**config.mk**
```make
export PLATFORM = sky130hd
export DESIGN_NAME = sdrq_cell
export DESIGN_NICKNAME = d
export VERILOG_FILES = /design/src/sdrq_pkg.sv /design/src/sdrq_cell.sv
export SDC_FILE = /design/constraint.sdc
export NUM_CORES = 1
export LEC_CHECK = 0
export BUFFER_PORTS_ARGS = -buffer_cell sky130_fd_sc_hd__buf_2
export CORE_ASPECT_RATIO = 1.75
export CORE_MARGIN = 3
export CORE_UTILIZATION = 45
export DETAILED_ROUTE_END_ITERATION = 8
export GPL_TIMING_DRIVEN = 0
export SLEW_MARGIN = 20
export SYNTH_ARGS = -nofsm -noshare
export SYNTH_HDL_FRONTEND = slang
export SYNTH_SLANG_ARGS = --single-unit
```
**constraint.sdc**
```tcl
create_clock -name clk -period 13.26 [get_ports clk]
set_input_delay 0.663 -clock clk [delete_from_list [all_inputs] [get_ports clk]]
set_output_delay 0.663 -clock clk [all_outputs]
set_load 0.005 [all_outputs]
```
**src/sdrq_pkg.sv**
```systemverilog
// sdrq_pkg: shared types and constants for the sstf disk request queue
// covers the request entry layout, status and request codes, and the cell control bundle
// no dependencies
`timescale 1ns / 1ps

package sdrq_pkg;

  localparam int DEFAULT_QUEUE_DEPTH = 16;

  localparam int CYL_W  = 16;
  localparam int SEC_W  = 8;
  localparam int TAG_W  = 16;
  localparam int TRK_W  = 9;
  localparam int JUMP_W = 8;

  // rotational start point: sector + 1 + cylinders * jump time, below 2^24
  localparam int START_W        = 24;
  localparam int MOD_RADIX_BITS = 4;
  localparam int MOD_STEPS      = START_W / MOD_RADIX_BITS;
  localparam int MOD_CNT_W      = $clog2(MOD_STEPS);

  localparam int S_DATA_W   = 64;
  localparam int M_DATA_W   = 40;
  localparam int CFG_DATA_W = 9;

  typedef enum logic {
    CFG_SECTORS_PER_TRACK = 1'b0,
    CFG_TRACK_JUMP_TIME   = 1'b1
  } sdrq_cfg_idx_t;

  typedef enum logic {
    REQ_INSERT = 1'b0,
    REQ_TAKE   = 1'b1
  } sdrq_req_type_t;

  typedef enum logic [1:0] {
    STATUS_INSERTED = 2'd0,
    STATUS_TAKEN    = 2'd1,
    STATUS_FULL     = 2'd2,
    STATUS_EMPTY    = 2'd3
  } sdrq_status_t;

  typedef struct packed {
    logic [CYL_W-1:0] cyl;
    logic [SEC_W-1:0] sec;
    logic [TAG_W-1:0] tag;
  } sdrq_entry_t;

  typedef enum logic [2:0] {
    CELL_HOLD   = 3'd0,
    CELL_CALC   = 3'd1,
    CELL_MOD    = 3'd2,
    CELL_INSERT = 3'd3,
    CELL_TAKE   = 3'd4
  } sdrq_cell_op_t;

  typedef struct packed {
    sdrq_cell_op_t     op;
    logic [TRK_W-1:0]  trk_size;
    logic [JUMP_W-1:0] jump_time;
  } sdrq_cell_ctl_t;

endpackage

```
**src/sdrq_cell.sv**
```systemverilog
// sdrq_cell: one queue slot with its own seek compare and serial modulo unit
// depends on sdrq_pkg
`timescale 1ns / 1ps

module sdrq_cell import sdrq_pkg::*; (
  input  logic           clk,
  input  sdrq_cell_ctl_t ctl,
  input  sdrq_entry_t    new_req,
  input  sdrq_entry_t    pred,
  input  sdrq_entry_t    succ,
  input  logic           valid,
  input  logic           found_in,
  output sdrq_entry_t    entry,
  output logic           found_out
);

  function automatic logic [CYL_W-1:0] abs_diff(input logic [CYL_W-1:0] a,
                                                 input logic [CYL_W-1:0] b);
    return (a > b) ? (a - b) : (b - a);
  endfunction

  function automatic logic [TRK_W-1:0] rot_dist(input logic [SEC_W-1:0] s,
                                                input logic [SEC_W-1:0] t,
                                                input logic [TRK_W-1:0] n);
    if (t < s) begin
      return n - TRK_W'(s - t);
    end
    return TRK_W'(t - s);
  endfunction

  logic [CYL_W-1:0]   dn;
  logic [CYL_W-1:0]   dq;
  logic [START_W-1:0] div;
  logic [SEC_W-1:0]   rem;

  logic [CYL_W-1:0]   dn_now;
  logic [CYL_W-1:0]   dq_now;
  logic [START_W-1:0] div_load;
  logic [START_W-1:0] div_next;
  logic [SEC_W-1:0]   rem_next;
  logic [TRK_W-1:0]   rd_new;
  logic [TRK_W-1:0]   rd_old;
  logic               flag;

  assign dn_now   = abs_diff(new_req.cyl, pred.cyl);
  assign dq_now   = abs_diff(entry.cyl, pred.cyl);
  assign div_load = START_W'(pred.sec) + START_W'(1)
                  + START_W'(dn_now) * START_W'(ctl.jump_time);

  // restoring remainder, MOD_RADIX_BITS dividend bits per cycle
  always_comb begin
    logic [TRK_W-1:0]   part;
    logic [SEC_W-1:0]   r;
    logic [START_W-1:0] d;
    r = rem;
    d = div;
    for (int k = 0; k < MOD_RADIX_BITS; k++) begin
      part = {r, d[START_W-1]};
      d    = d << 1;
      if (part >= ctl.trk_size) begin
        part = part - ctl.trk_size;
      end
      r = part[SEC_W-1:0];
    end
    rem_next = r;
    div_next = d;
  end

  // new request goes here if this slot is empty or farther from its predecessor
  assign rd_new    = rot_dist(rem, new_req.sec, ctl.trk_size);
  assign rd_old    = rot_dist(rem, entry.sec, ctl.trk_size);
  assign flag      = !valid || (dn < dq) || ((dn == dq) && (rd_new <= rd_old));
  assign found_out = found_in || flag;

  always_ff @(posedge clk) begin
    unique case (ctl.op)
      CELL_HOLD: begin
      end
      CELL_CALC: begin
        dn  <= dn_now;
        dq  <= dq_now;
        div <= div_load;
        rem <= '0;
      end
      CELL_MOD: begin
        div <= div_next;
        rem <= rem_next;
      end
      CELL_INSERT: begin
        if (found_in) begin
          entry <= pred;
        end else if (flag) begin
          entry <= new_req;
        end
      end
      CELL_TAKE: begin
        entry <= succ;
      end
      default: begin
      end
    endcase
  end

endmodule

```
# After elaboration in Yosys (flattened, before gate mapping)
# Index checks and enable logic that the tools add are counted.
totals:
  register_bits: 104
  output_inout_bits: 41
  elab_cells: 65
op_classes:
  add_sub_neg: 16
  n_mul: 1
  magnitude_cmp: 10
  eq_ne: 6
  muxes: 17
  reduce_logical: 8
op_table:
  columns: ["op", "n"]
  rows:
  - ["two-way mux 40 bit", 2]
  - ["one-hot mux 40 bit (2 select lines)", 1]
  - ["subtractor 16 bit", 4]
  - ["one-hot mux 24 bit (2 select lines)", 1]
  - [">= comparator 9 bit", 4]
  - ["two-way mux 9 bit", 4]
  - ["subtractor 8 x 8 -> 9 bit", 4]
  - ["greater-than comparator 16 bit", 2]
  - ["two-way mux 16 bit", 2]
  - ["two-way mux 8 bit", 4]
  - ["subtractor 8 bit", 4]
  - ["adder 9 x 24 -> 24 bit", 1]
  - ["multiplier 16 x 8 -> 24 bit", 1]
  - ["subtractor 9 bit", 2]
  - ["equality test 16 bit", 1]
  - ["less-than comparator 16 bit", 1]
  - ["less-than comparator 8 bit", 2]
  - ["one-hot mux 8 bit (2 select lines)", 1]
  - ["adder 8 x 1 -> 9 bit (second input constant)", 1]
  - ["less-or-equal comparator 9 bit", 1]
  - ["equality test 3 x 2 -> 1 bit (second input constant)", 2]
  - ["nonzero test 2 bit", 2]
  - ["equality test 3 x 1 -> 1 bit (second input constant)", 1]
  - ["equality test 3 bit (second input constant)", 1]
  - ["6 further kinds", 9]

# Depth between registers and ports, before layout
logic_depth:
  ltp_word: 10
  depth_mapped: 36
  depth_no_buf: 33

# Worst setup path before layout
# Ideal clock, no wire load.
synth_path:
  kind: "input -> register"
  from: "input port ctl[10] in the netlist's numbering"
  to: "register rem[5] (data pin)"
  setup_ns: 0.256
  t_arrival_ns: 7.504
  required_time_ns: 13.004
  path_slack_ns: 5.500
  cell_stages: 33
  cell_sequence: "inv_1 ha_1 o21ai_2 a211oi_2 o2111ai_2 a41o_1 or3_4 ha_1 and3_1 a311oi_1 nand3_1 a2111oi_4 or2_2 clkbuf_1 o21ai_0 ha_1 nor2b_1 o31a_1 o31a_2 o221ai_1 a21oi_1 clkbuf_1 mux2i_1 ha_1 nor2b_1 o21ai_0 a21oi_1 o21ai_0 a21oi_1 a31oi_1 clkbuf_8 nor3_1 a31o_2"
synth_between:
  elab_chain_len: 9
  word_cells_on_any_way: 13
  classes_between: "add/sub (4); order compare (4); mux (5)"
synth_rtl:
  columns: ["element", "line", "source"]
  rows:
  - ["start, declared", "sdrq_cell.sv:7", "input sdrq_cell_ctl_t ctl,"]
  - ["subtractor 8 bit or >= comparator 9 bit (tied branches)", "sdrq_cell.sv:61, sdrq_cell.sv:60", null]
  - ["two-way mux 8 bit", "sdrq_cell.sv:60", "if (part >= ctl.trk_size) begin"]
  - ["subtractor 8 bit or >= comparator 9 bit (tied branches)", "sdrq_cell.sv:61, sdrq_cell.sv:60", null]
  - ["two-way mux 8 bit", "sdrq_cell.sv:60", null]
  - ["subtractor 8 bit or >= comparator 9 bit (tied branches)", "sdrq_cell.sv:61, sdrq_cell.sv:60", null]
  - ["two-way mux 8 bit", "sdrq_cell.sv:60", null]
  - ["subtractor 8 bit or >= comparator 9 bit (tied branches)", "sdrq_cell.sv:61, sdrq_cell.sv:60", null]
  - ["two-way mux 8 bit (*)", "sdrq_cell.sv:60", null]
  - ["one-hot mux 8 bit (2 select lines) (*)", "sdrq_cell.sv:76", "unique case (ctl.op)"]
  - ["end signal, assigned", "sdrq_cell.sv:87", "rem <= rem_next;"]
  - ["end, declared", "sdrq_cell.sv:34", "logic [SEC_W-1:0] rem;"]
# Mark *: on every way between the ends. The rest lies on a longest branch, timed or not.
# A chain may end at the register's enable or synchronous reset.

# Worst setup path in the final report
layout_path:
  from: "input port ctl[9] in the netlist's numbering"
  to: "register rem[1] (data pin)"
layout_between:
  elab_chain_len: 9
  word_cells_on_any_way: 13
  classes_between: "add/sub (4); order compare (4); mux (5)"
layout_rtl:
  columns: ["element", "line"]
  rows:
  - ["subtractor 8 bit or >= comparator 9 bit (tied branches)", "sdrq_cell.sv:61, sdrq_cell.sv:60"]
  - ["two-way mux 8 bit", "sdrq_cell.sv:60"]
  - ["subtractor 8 bit or >= comparator 9 bit (tied branches)", "sdrq_cell.sv:61, sdrq_cell.sv:60"]
  - ["two-way mux 8 bit", "sdrq_cell.sv:60"]
  - [">= comparator 9 bit or subtractor 8 bit (tied branches)", "sdrq_cell.sv:60, sdrq_cell.sv:61"]
  - ["two-way mux 8 bit", "sdrq_cell.sv:60"]
  - ["subtractor 8 bit or >= comparator 9 bit (tied branches)", "sdrq_cell.sv:61, sdrq_cell.sv:60"]
  - ["two-way mux 8 bit (*)", "sdrq_cell.sv:60"]
  - ["one-hot mux 8 bit (2 select lines) (*)", "sdrq_cell.sv:76"]
# Marks and branches as above.

==> impl_metrics.tcl <==
set metrics [dict create \
    row_count 90 \
    synth_cells 1839 \
    grt_pass1_wl_microns 73900 \
    synthesis.nets 2309 \
    die_x_microns 149 \
    routed_wirelength_microns 47400 \
    yosysWarnings 0 \
    number_of_enable_flip_flop_cells_after_synthesis 104 \
    design.final.nets 2503 \
    maximum_frequency_from_static_timing_analysis_ghz 0.112 \
    drv_cap 0 \
    drc 0 \
    cp_max_fo 10 \
    core_area_sq_mm 0.0348 \
    finalHoldViolCount 0 \
    grt_util_all_layers 0.247 \
    holdPathStages 2 \
    drive_gt1_frac 0.132 \
    period_needed_ns 8.94 \
    cts_hold_buf 0 \
    unrepaired_setup_endpoints_after_global_routing "no" \
    register_area_sq_mm 0.00312 \
    filler_cell_count 3366 \
    hold_path_origin "div[17]" \
    slew_viol_final 0 \
    yosysSeqAreaShare 0.194 \
    final-setup-viol-count 0 \
    power_density_mw_per_mm2 241 \
    die_area_sq_mm 0.0381 \
    timing.hold.ws_ns 0.517 \
    numPlacedInstances 2482 \
    globalRouteOverflowTotal 0 \
    via_count_of_the_first_global_routing_pass 14000 \
    cts_repair_resize_count 0 \
    tightestPinTransition_ns 1.11 \
    globalRouteMet1Util 0.255 \
    postLayoutCoreUtil 0.514 \
    netlist_top_cells_count "sky130_fd_sc_hd__inv_1 (291), sky130_fd_sc_hd__ha_1 (209), sky130_fd_sc_hd__nand2_1 (165), sky130_fd_sc_hd__o21ai_0 (124), sky130_fd_sc_hd__fa_1 (118)" \
    vias_per_cell 5.48 \
    postSynth.asyncResetShare 0 \
    area_delta_synth_final_pct 11.4 \
    synth_seq_cells 104 \
    worst_r2r_path_depth 32 \
    final_antenna_net_count 0 \
    cts_buffers 9 \
    final_min_period_over_clock_period 0.674 \
    critPathSlowestCell "sky130_fd_sc_hd__inv_1" \
    leakage_dissipation_nw 8.67 \
    worstReg2RegStart "rem[1]" \
    end_kind "register" \
    post-synth-top-area-fraction 0.194 \
    synth_top_cells_by_area "sky130_fd_sc_hd__edfxtp_1 (19%), sky130_fd_sc_hd__ha_1 (16%), sky130_fd_sc_hd__fa_1 (15%)" \
    cp.required_ns 13.35 \
    status "completed" \
    grt_util_met3 0.0248 \
    grt_util_met2 0.488 \
    r2r_setup_slack_ns 4.50 \
    root_buffer "sky130_fd_sc_hd__clkbuf_16" \
    crit_path_max_incr_delay_ns 0.50 \
    worstHoldPathType "register to register" \
    ios 184 \
    initial_utilization 0.462 \
    avg_inst_size_synth_sq_um 8.73 \
    hold-path-endpoint "div[21]" \
    post_synth_instance_area_sq_mm 0.0161 \
    critical_path.startpoint_type "primary input" \
    post_cts_buffers 0 \
    drt_first_iter_violations 579 \
    timing.clock.skew_ns 0.0209 \
    stdcell_count 2499 \
    detailroute.via_count 13700 \
    routabilityCongestion 0.915 \
    overall_power_of_the_completed_layout_w 0.00432 \
    multiInputGateArea_sq_mm 0.0116 \
    ys_dominant_reg_cell "sky130_fd_sc_hd__edfxtp_1" \
    die_height_microns 256 \
    timing.setup.critical_path_class "primary input to register" \
    htree_levels 3 \
    clock_latency_ns 0.38 \
    cts.clk_slew.worst_paths_ns 0.07 \
    grt_max_degree 41 \
    synth.most_common_cell "sky130_fd_sc_hd__inv_1" \
    avgRoutedWirePerCell_microns 19.0 \
    gr-max-usage-layer "met2" \
    grt_antenna_before_repair 3 \
    critical_path_arrival_ns 9.03 \
    tns_ns 0 \
    ir_worst_vdd_v 0.000189 \
    post-dp-hpwl_microns 40500 \
    port-buffer-count 182 \
    relSlewSlack 0.257 \
    crit-reg2reg-capture "rem[1]" \
    drtPass1Iterations 5 \
    yosysUniqueCellTypes 80 \
    clkSinkCount 104 \
    synthDominantAreaCellType "sky130_fd_sc_hd__edfxtp_1" \
    cts_max_path_buffers 2 \
    tritoncts "done" \
]
[critical path: cells and delay by family]
family / cells / cell delay (ns)
adder cells (fa/ha/maj): 4 / 1.31
buffers and inverters: 5 / 1.55
AND/OR/NAND/NOR: 9 / 1.58
AO/OA/AOI/OAI: 15 / 3.29
multiplexers: 2 / 0.61
[worst max-delay path by stage]
stage,to,cells after the start,startpoint
final,rem[1],35,ctl[9]
after global routing,rem[1],35,ctl[9]
after CTS,rem[1],35,ctl[9]
after detailed placement,rem[1],35,ctl[9]
after global placement,rem[2],35,ctl[9]
after floorplan,rem[5],33,ctl[10]
[state kept, by name, summed over array words and instances, names as in the netlist]
name   count
entry     40
div       24
dn        16
dq        16
rem        8
[through the flow]
step           setup slack [ns]  instance area [sq um]
2_1_floorplan              5.50                  16100
3_3_place_gp               3.98                  17500
3_5_place_dp               3.96                  17600
4_1_cts                    4.33                  17900
5_1_grt                    3.61                  17900
6_report                   4.32                  17900
[logic make-up after synthesis]
logic type                 synth area share
muxes                                0.0526
buffers and inverters                0.0827
AOI/OAI and AO/OA                     0.167
DFF                                   0.194
and+or+nand+nor                       0.146
xor gates and xnor gates             0.0471
adders and majority gates             0.310
[per-layer routing]
layer / vias to the layer above / wire (microns) / part of all wire
met4: 2 / 2300 / 0.048
met5: - / 13 / 0.00027
met1: 6651 / 17100 / 0.36
met3: 96 / 1280 / 0.027
li1: 6661 / - / -
met2: 277 / 26700 / 0.56
[area by class of cell]
class | instances | area share
repair buffers | 183 | 0.0525
clock buffers | 9 | 0.0126
diodes | 1 | 0.000140
clock inverters | 7 | 0.00364
flip-flops and latches | 104 | 0.175
inverters | 291 | 0.0611
multi-input cells | 1393 | 0.650
well taps | 460 | 0.0322
plain buffers | 51 | 0.0132
[where the power goes]
part           switching, W  total [W]  leakage [nW]  internal (W)
sequential        0.0000268   0.000560         0.972      0.000533
clock              0.000142   0.000273         0.137      0.000131
combinational       0.00198    0.00349          7.57       0.00151
[cell usage in the layout, fill, tap and decap left out, drive strengths merged, types with 19 or more instances in the layout]
master,n
o21ai,126
edfxtp,104
a21o,48
nand3,27
buf,202
xor2,27
mux2i,69
fa,118
nand2,165
nor3,32
a21oi,113
inv,293
xnor2,56
and2,65
clkbuf,41
ha,209
o21a,19
nor2,86
nor2b,26
No activity file was read; power rests on OpenSTA's default activity.
